==> src/sv/ost_pkg.sv <==
package ost_pkg;

    localparam int TICK_W  = 3;
    localparam int SLOT_W  = 10;
    localparam int IDX_W   = TICK_W + SLOT_W;
    localparam int TICKERS = 1 << TICK_W;
    localparam int DEPTH   = 1 << IDX_W;

    localparam logic [IDX_W-1:0]  LAST_IDX    = IDX_W'(DEPTH - 1);
    localparam logic [SLOT_W-1:0] LAST_SLOT   = '1;
    localparam logic [TICK_W-1:0] LAST_TICKER = TICK_W'(TICKERS - 1);

    localparam logic REQ_UPDATE = 1'b0;
    localparam logic REQ_PULL   = 1'b1;

    localparam logic [1:0] KIND_ADD    = 2'd0;
    localparam logic [1:0] KIND_MODIFY = 2'd1;
    localparam logic [1:0] KIND_CANCEL = 2'd2;
    localparam logic [1:0] KIND_OTHER  = 2'd3;

    localparam logic [1:0] ST_OK       = 2'd0;
    localparam logic [1:0] ST_LIVE     = 2'd1;
    localparam logic [1:0] ST_NOT_LIVE = 2'd2;
    localparam logic [1:0] ST_SIDE     = 2'd3;

    localparam logic [2:0] MSG_ACK   = 3'd0;
    localparam logic [2:0] MSG_START = 3'd1;
    localparam logic [2:0] MSG_CLEAR = 3'd2;
    localparam logic [2:0] MSG_ORDER = 3'd3;
    localparam logic [2:0] MSG_END   = 3'd4;

    typedef enum logic [1:0] {
        PH_IDLE  = 2'd0,
        PH_CLEAR = 2'd1,
        PH_SCAN  = 2'd2,
        PH_END   = 2'd3
    } phase_t;

    typedef enum logic [3:0] {
        OP_NONE,
        OP_CLR_WR,
        OP_LOAD,
        OP_UPD_RD,
        OP_UPD_WR,
        OP_START,
        OP_CLEAR,
        OP_END,
        OP_SCAN_RD,
        OP_SCAN_CHK
    } op_t;

    typedef enum logic [2:0] {
        S_CLR,
        S_IDLE,
        S_DISP,
        S_UPD_WR,
        S_SCAN_CHK
    } state_t;

    typedef struct packed {
        logic              req_type;
        logic [31:0]       seq_num;
        logic [1:0]        update_kind;
        logic [TICK_W-1:0] ticker;
        logic [SLOT_W-1:0] order_slot;
        logic              side_in;
        logic signed [31:0] price_in;
        logic [31:0]       qty_in;
        logic [31:0]       priority_in;
    } item_t;

    typedef struct packed {
        logic [1:0]         status;
        logic               seq_gap;
        logic [31:0]        msg_seq;
        logic [2:0]         msg_type;
        logic [TICK_W-1:0]  ticker_out;
        logic [31:0]        order_or_seq_out;
        logic               side_out;
        logic signed [31:0] price_out;
        logic [31:0]        qty_out;
        logic [31:0]        priority_out;
        logic               last_msg;
    } result_t;

    typedef struct packed {
        logic               live;
        logic               side;
        logic [31:0]        prio;
        logic signed [31:0] price;
        logic [31:0]        qty;
    } entry_t;

    typedef struct packed {
        logic   req_type;
        phase_t phase;
        logic   hit;
        logic   last_slot;
        logic   clr_done;
    } dp_status_t;

endpackage

==> src/sv/ost_ctrl.sv <==
module ost_ctrl
    import ost_pkg::*;
(
    input  logic       clk,
    input  logic       rst_n,
    input  logic       start,
    input  dp_status_t sts,
    output op_t        op,
    output logic       busy
);

    state_t state_reg;
    state_t state_next;

    always_ff @(posedge clk or negedge rst_n)
    begin
        if (!rst_n)
        begin
            state_reg <= S_CLR;
        end
        else
        begin
            state_reg <= state_next;
        end
    end

    // next state
    always_comb
    begin
        state_next = state_reg;
        unique case (state_reg)
            S_CLR:
            begin
                if (sts.clr_done)
                begin
                    state_next = S_IDLE;
                end
            end
            S_IDLE:
            begin
                if (start)
                begin
                    state_next = S_DISP;
                end
            end
            S_DISP:
            begin
                if (sts.req_type == REQ_UPDATE)
                begin
                    state_next = S_UPD_WR;
                end
                else if (sts.phase == PH_SCAN)
                begin
                    state_next = S_SCAN_CHK;
                end
                else
                begin
                    state_next = S_IDLE;
                end
            end
            S_UPD_WR:
            begin
                state_next = S_IDLE;
            end
            S_SCAN_CHK:
            begin
                if (sts.hit || sts.last_slot)
                begin
                    state_next = S_IDLE;
                end
            end
            default:
            begin
                state_next = S_IDLE;
            end
        endcase
    end

    // commands
    always_comb
    begin
        op   = OP_NONE;
        busy = 1'b1;
        unique case (state_reg)
            S_CLR:
            begin
                op = OP_CLR_WR;
            end
            S_IDLE:
            begin
                busy = 1'b0;
                if (start)
                begin
                    op = OP_LOAD;
                end
            end
            S_DISP:
            begin
                if (sts.req_type == REQ_UPDATE)
                begin
                    op = OP_UPD_RD;
                end
                else
                begin
                    unique case (sts.phase)
                        PH_IDLE:  op = OP_START;
                        PH_CLEAR: op = OP_CLEAR;
                        PH_SCAN:  op = OP_SCAN_RD;
                        PH_END:   op = OP_END;
                        default:  op = OP_NONE;
                    endcase
                end
            end
            S_UPD_WR:
            begin
                op = OP_UPD_WR;
            end
            S_SCAN_CHK:
            begin
                op = OP_SCAN_CHK;
            end
            default:
            begin
                op = OP_NONE;
            end
        endcase
    end

endmodule

==> config.mk <==
export PLATFORM = sky130hd
export DESIGN_NAME = ost_ctrl
export DESIGN_NICKNAME = d
export VERILOG_FILES = /design/src/sv/ost_pkg.sv /design/src/sv/ost_ctrl.sv
export SDC_FILE = /design/constraint.sdc
export NUM_CORES = 1
export LEC_CHECK = 0
export ABC_AREA = 1
export BUFFER_PORTS_ARGS = -buffer_cell sky130_fd_sc_hd__buf_4
export CORE_AREA = 2 2 39 41
export DETAILED_ROUTE_END_ITERATION = 10
export DIE_AREA = 0 0 41 43
export RECOVER_POWER = 50
export SLEW_MARGIN = 40
export SYNTH_ARGS = -nofsm -noshare
export SYNTH_HDL_FRONTEND = slang
export SYNTH_SLANG_ARGS = --single-unit
export TNS_END_PERCENT = 10
==> constraint.sdc <==
create_clock -name clk -period 0.9 [get_ports clk]
set_input_delay 0.18 -clock clk [delete_from_list [all_inputs] [get_ports clk]]
set_output_delay 0.18 -clock clk [all_outputs]
set_load 0.02 [all_outputs]
======== Yosys cells after proc, flatten, opt, wreduce, memory -nomap -nowiden ========
Index checks and enable logic that the tools add are counted.
word-level totals
  output and inout port bits .............. 5
  register bits after elaboration ......... 3
  ROM bits ................................ 0
  bits in latches ......................... 0
  memories kept ........................... 0
  bits in writable memories ............... 0
cells by class
  bitwise operators ....................... 0
  shift-type cells ........................ 0
  add/subtract/negate cells ............... 0
  divide/modulo/power cells ............... 0
  multiply operators ...................... 0
  $lt $le $gt $ge ......................... 0
  muxes and demuxes ....................... 11
  equal/unequal tests ..................... 10
  reduce and logical (&&, ||, !) cells .... 4
operators with widths
  cell                                            number
  case mux 4 bit (5 select lines)                 1
  case mux 4 bit (4 select lines)                 1
  2-to-1 mux 3 bit                                5
  case mux 3 bit (4 select lines)                 1
  == test 3 x 2 -> 1 bit (second input constant)  2
  inequality test 2 bit (second input constant)   3
  == test 2 bit (second input constant)           2
  2-to-1 mux 4 bit                                1
  == test 3 x 1 -> 1 bit (second input constant)  1
  == test 3 bit (second input constant)           1
  logical NOT 3 bit                               1
  AND reduction 3 bit                             1
  == test 2 x 1 -> 1 bit (second input constant)  1
  logical NOT 2 bit                               1
  2-to-1 mux 2 bit                                1
  logical OR 1 bit                                1
  2-to-1 mux 1 bit                                1

======== Depth between registers and ports, before layout ========
  depth in word-level cells ............... 4
  gate-level depth with buffers ........... 7
  depth with buffers taken out ............ 7

======== Least setup slack after synthesis ========
No wires, ideal clock.
  path type ............................... register to output
  start point ............................. register state_reg[0]
  end point ............................... output port op[3]
  path buffers ............................ 0
  setup slack ............................. -0.391 ns
  required time ........................... 0.720 ns
  stages on the path, launching flop included .. 4
  arrival ................................. 1.111 ns
  cells stage by stage .................... dfrtp_1 nor2_1 inv_1 o21ai_0
on the way
  cells in the longest elaborated chain, start to end .. 2
  elaborated cells on any way between the ends .. 6
  classes of those cells .................. 4 x eq/ne; 1 x mux; 1 x reduce/logical
RTL lines
  what                                         RTL line        source
  from (decl)                                  ost_ctrl.sv:12  state_t state_reg;
  from (signal assigned)                       ost_ctrl.sv:23  state_reg <= state_next;
  == test 3 bit, or another cell as far along  ost_ctrl.sv:84  unique case (state_reg)
  case mux 4 bit (5 select lines) *            ost_ctrl.sv:84
  to (decl)                                    ost_ctrl.sv:8   output op_t op,
Mark *: on every way between the ends. The rest lies on a longest branch, timed or not.

======== Worst setup path in the final report ========
  start point ............................. register state_reg[2]
  end point ............................... output port op[3]
The elaborated chain is that of the path after synthesis.

==> summary.md <==
| Metric | Value |
|---|---|
| Status | complete, but fails checks |
| Failing checks | negative setup slack |
| Antenna Cells | 0 |
| Power Total | 1.414 mW |
| Ys async rst share | 1.000 |
| Hold WS | 0.2232 ns |
| Fin util | 0.4105 |
| Core outline area | 1384 um2 |
| P_leak | 0.3207 nW |
| Synth top area cells | dfrtp_1 (24%), ha_1 (20%), nand2_1 (14%) |
| Mapped cell area | 315.3 um2 |
| Met1 Resource Use GR | 0.1214 |
| Initial DRC count | 0 |
| Yosys cell types | 12 |
| Worst skew pair latency | 0.23 ns |
| Max clock buf depth | 2 |
| Post-layout min period | 1.366 ns |
| Flop-to-flop setup slack | -0.17 ns |
| CP required | 0.72 ns |
| Remaining Overflow, GRT | 0 |
| Post-synth top cells | nand2_1 (12), inv_1 (6), nand3_1 (6), nor2_1 (6), ha_1 (5) |
| Fmax | 732.3 MHz |
| Width of the die | 41 um |
| Tcrit/Tclk final | 1.517 |
| Initial antenna violation count | 0 |
| Vias in the first global route | 372 |
| DR WL/cell | 8.899 um |
| Crit-path max FO | 3 |
| DRC | 0 |
| Initial core utilization | 0.2278 |
| H-tree levels | 1 |
| CTS Sinks | 3 |
| Number of buffers added on ports | 13 |
| Skew final | 0.002537 ns |
| DR vias/cell | 4.180 |
| Top cell type's share of synthesized area | 0.2381 |
| CTS root buf | clkbuf_4 |
| Cell taking the most area after synthesis | dfrtp_1 |
| RSZ-0062 raised after global routing | true |
| First-pass GRT wire length | 1331 um |
| Top Ports | 14 |
| Layout cell share with drive strength beyond 1 | 0.4384 |
| Met3 Use GR | 0.03141 |
| Worst slew pin tran | 0.1627 ns |
| Area Overhead vs Synth | 80.16% |
| Ys flop type | dfrtp_1 |
| EDFF count, synth | 0 |
| Worst setup margin | -0.4656 ns |
| FF+latch count, synth | 3 |
| DR vias | 372 |
| Sequential fraction of the synthesis area | 0.2381 |
| Footprint of the multi-input gates | 241.5 um2 |
| Placed cells | 83 |
| Cells after Synth | 47 |
| # fillers | 144 |
| Final Non-Filler Cells | 89 |
| Kind of critical path | reg2out |
| Num CTS Buffers | 3 |
| Max reg flops | 3 |
| Row cnt | 14 |
| Maximum vdd drop | 1.127 mV |
| Flip-flop and latch area | 75.07 um2 |
| Max_cap viols | 0 |
| Die Y | 43 um |
| Die ar. | 1763 um2 |
| Yosys warnings | 0 |
| CP Launch Type | register |
| Pins Over Slew Limit | 0 |
| Final Hold Viols | 0 |
| Net count of the mapped netlist | 61 |
| Clock Pin Slew Worst Setup and Hold Paths | 0.04 ns |
| Post-DP HPWL | 653.8 um |
| Pin count of the biggest net entering global routing | 5 |
| Setup Viol. Count Final | 8 |
| CTS tree | built |
| Final GP Congestion | 0.6780 |
| Cell Pwr Density | 2489 nW/um2 |
| Post-Syn Area per Cell | 6.709 um2 |
| Relative slew slack | 0.8904 |
| Routed wire length | 792 um |
| Total GRT Usage | 0.1082 |
| Most Crowded Layer GR | met2 |
| TNS Setup | -2.478 ns |
| First drt pass iteration count | 1 |
| Met2 global-route usage | 0.1813 |
| Post-route ant nets | 0 |
| CP Capture Type | output pin |
| HP Class | in2reg |
| Crit path DAT | 1.19 ns |
| # nets final | 88 |
| Top-count cell post-synth | nand2_1 |
what timing repair did:
| action | in CTS | in global routing |
|---|---|---|
| pin swaps | 0 | 2 |
| hold buffers | 1 | 0 |
| setup endpoints to repair | 7 | 8 |
| gates cloned | 0 | 0 |
| gates resized for setup | 5 | 1 |
| endpoints found under the hold margin | 3 | 0 |
| setup buffers | 0 | 1 |
kinds of logic after synthesis:
family	after synthesis	share of synthesized area
flops	3	0.2381
buf+inv	8	0.09524
fa+ha+maj	5	0.1984
simple gates	28	0.4127
compound gates	3	0.05557
per-layer routing:
metal | vias to the layer above | share of wire
met4 | 0 | 0
met1 | 161 | 0.44
met5 | - | 0
met3 | 0 | 0.047
li1 | 200 | -
met2 | 11 | 0.51
cells in the final DEF (no fill, tap or decap), types with 3 or more instances in the layout:
master	Yosys	layout
buf_4	0	17
inv_2	2	3
nand2_1	12	11
inv_1	6	5
nor2_1	6	6
dfrtp_1	3	3
nand3_2	2	3
ha_1	5	5
clkbuf_4	0	3
nand3_1	6	4
buf_6	0	3
worst paths after layout:
path                                          start                  endpoint  depth (start not counted)
setup / recovery           state_reg[2]$_DFFE_PN0P_                     op[3]                          6
hold / removal                               sts[2]  state_reg[2]$_DFFE_PN0P_                          4
setup reg to reg           state_reg[2]$_DFFE_PN0P_  state_reg[0]$_DFFE_PN0P_                          5
hold reg to reg            state_reg[2]$_DFFE_PN0P_  state_reg[1]$_DFFE_PN0P_                          3
max in group asynchronous                     rst_n  state_reg[0]$_DFFE_PN0P_                          2
min in group asynchronous                     rst_n  state_reg[2]$_DFFE_PN0P_                          2
worst max-delay path: stages, from the launching register on:
cell     delay, ns
dfrtp_1       0.40
inv_2         0.09
nand3_2       0.08
inv_2         0.10
nand3_4       0.09
o21ai_4       0.06
buf_6         0.13
layout make-up:
class                      instances  share of cell area
timing repair buffer              22              0.3084
clock buffer                       4             0.04626
sequential                         3              0.1322
tap                               16             0.03524
inverter                           8             0.05286
multi-input combinational         36              0.4251
stage by stage:
step           setup WS [ns]  instance area, um2
2_1_floorplan        -0.1271               336.6
3_3_place_gp         -0.2330               506.7
3_5_place_dp         -0.2248               506.7
4_1_cts              -0.4526               561.8
5_1_grt              -0.5379               568.0
6_report             -0.4656               568.0
power by group:
part	switching [mW]	internal [mW]	leakage, nW
Combinational	0.499	0.453	0.268
Sequential	0.0489	0.183	0.0380
Clock	0.0644	0.166	0.0150
(Power assumes the default switching activity.)
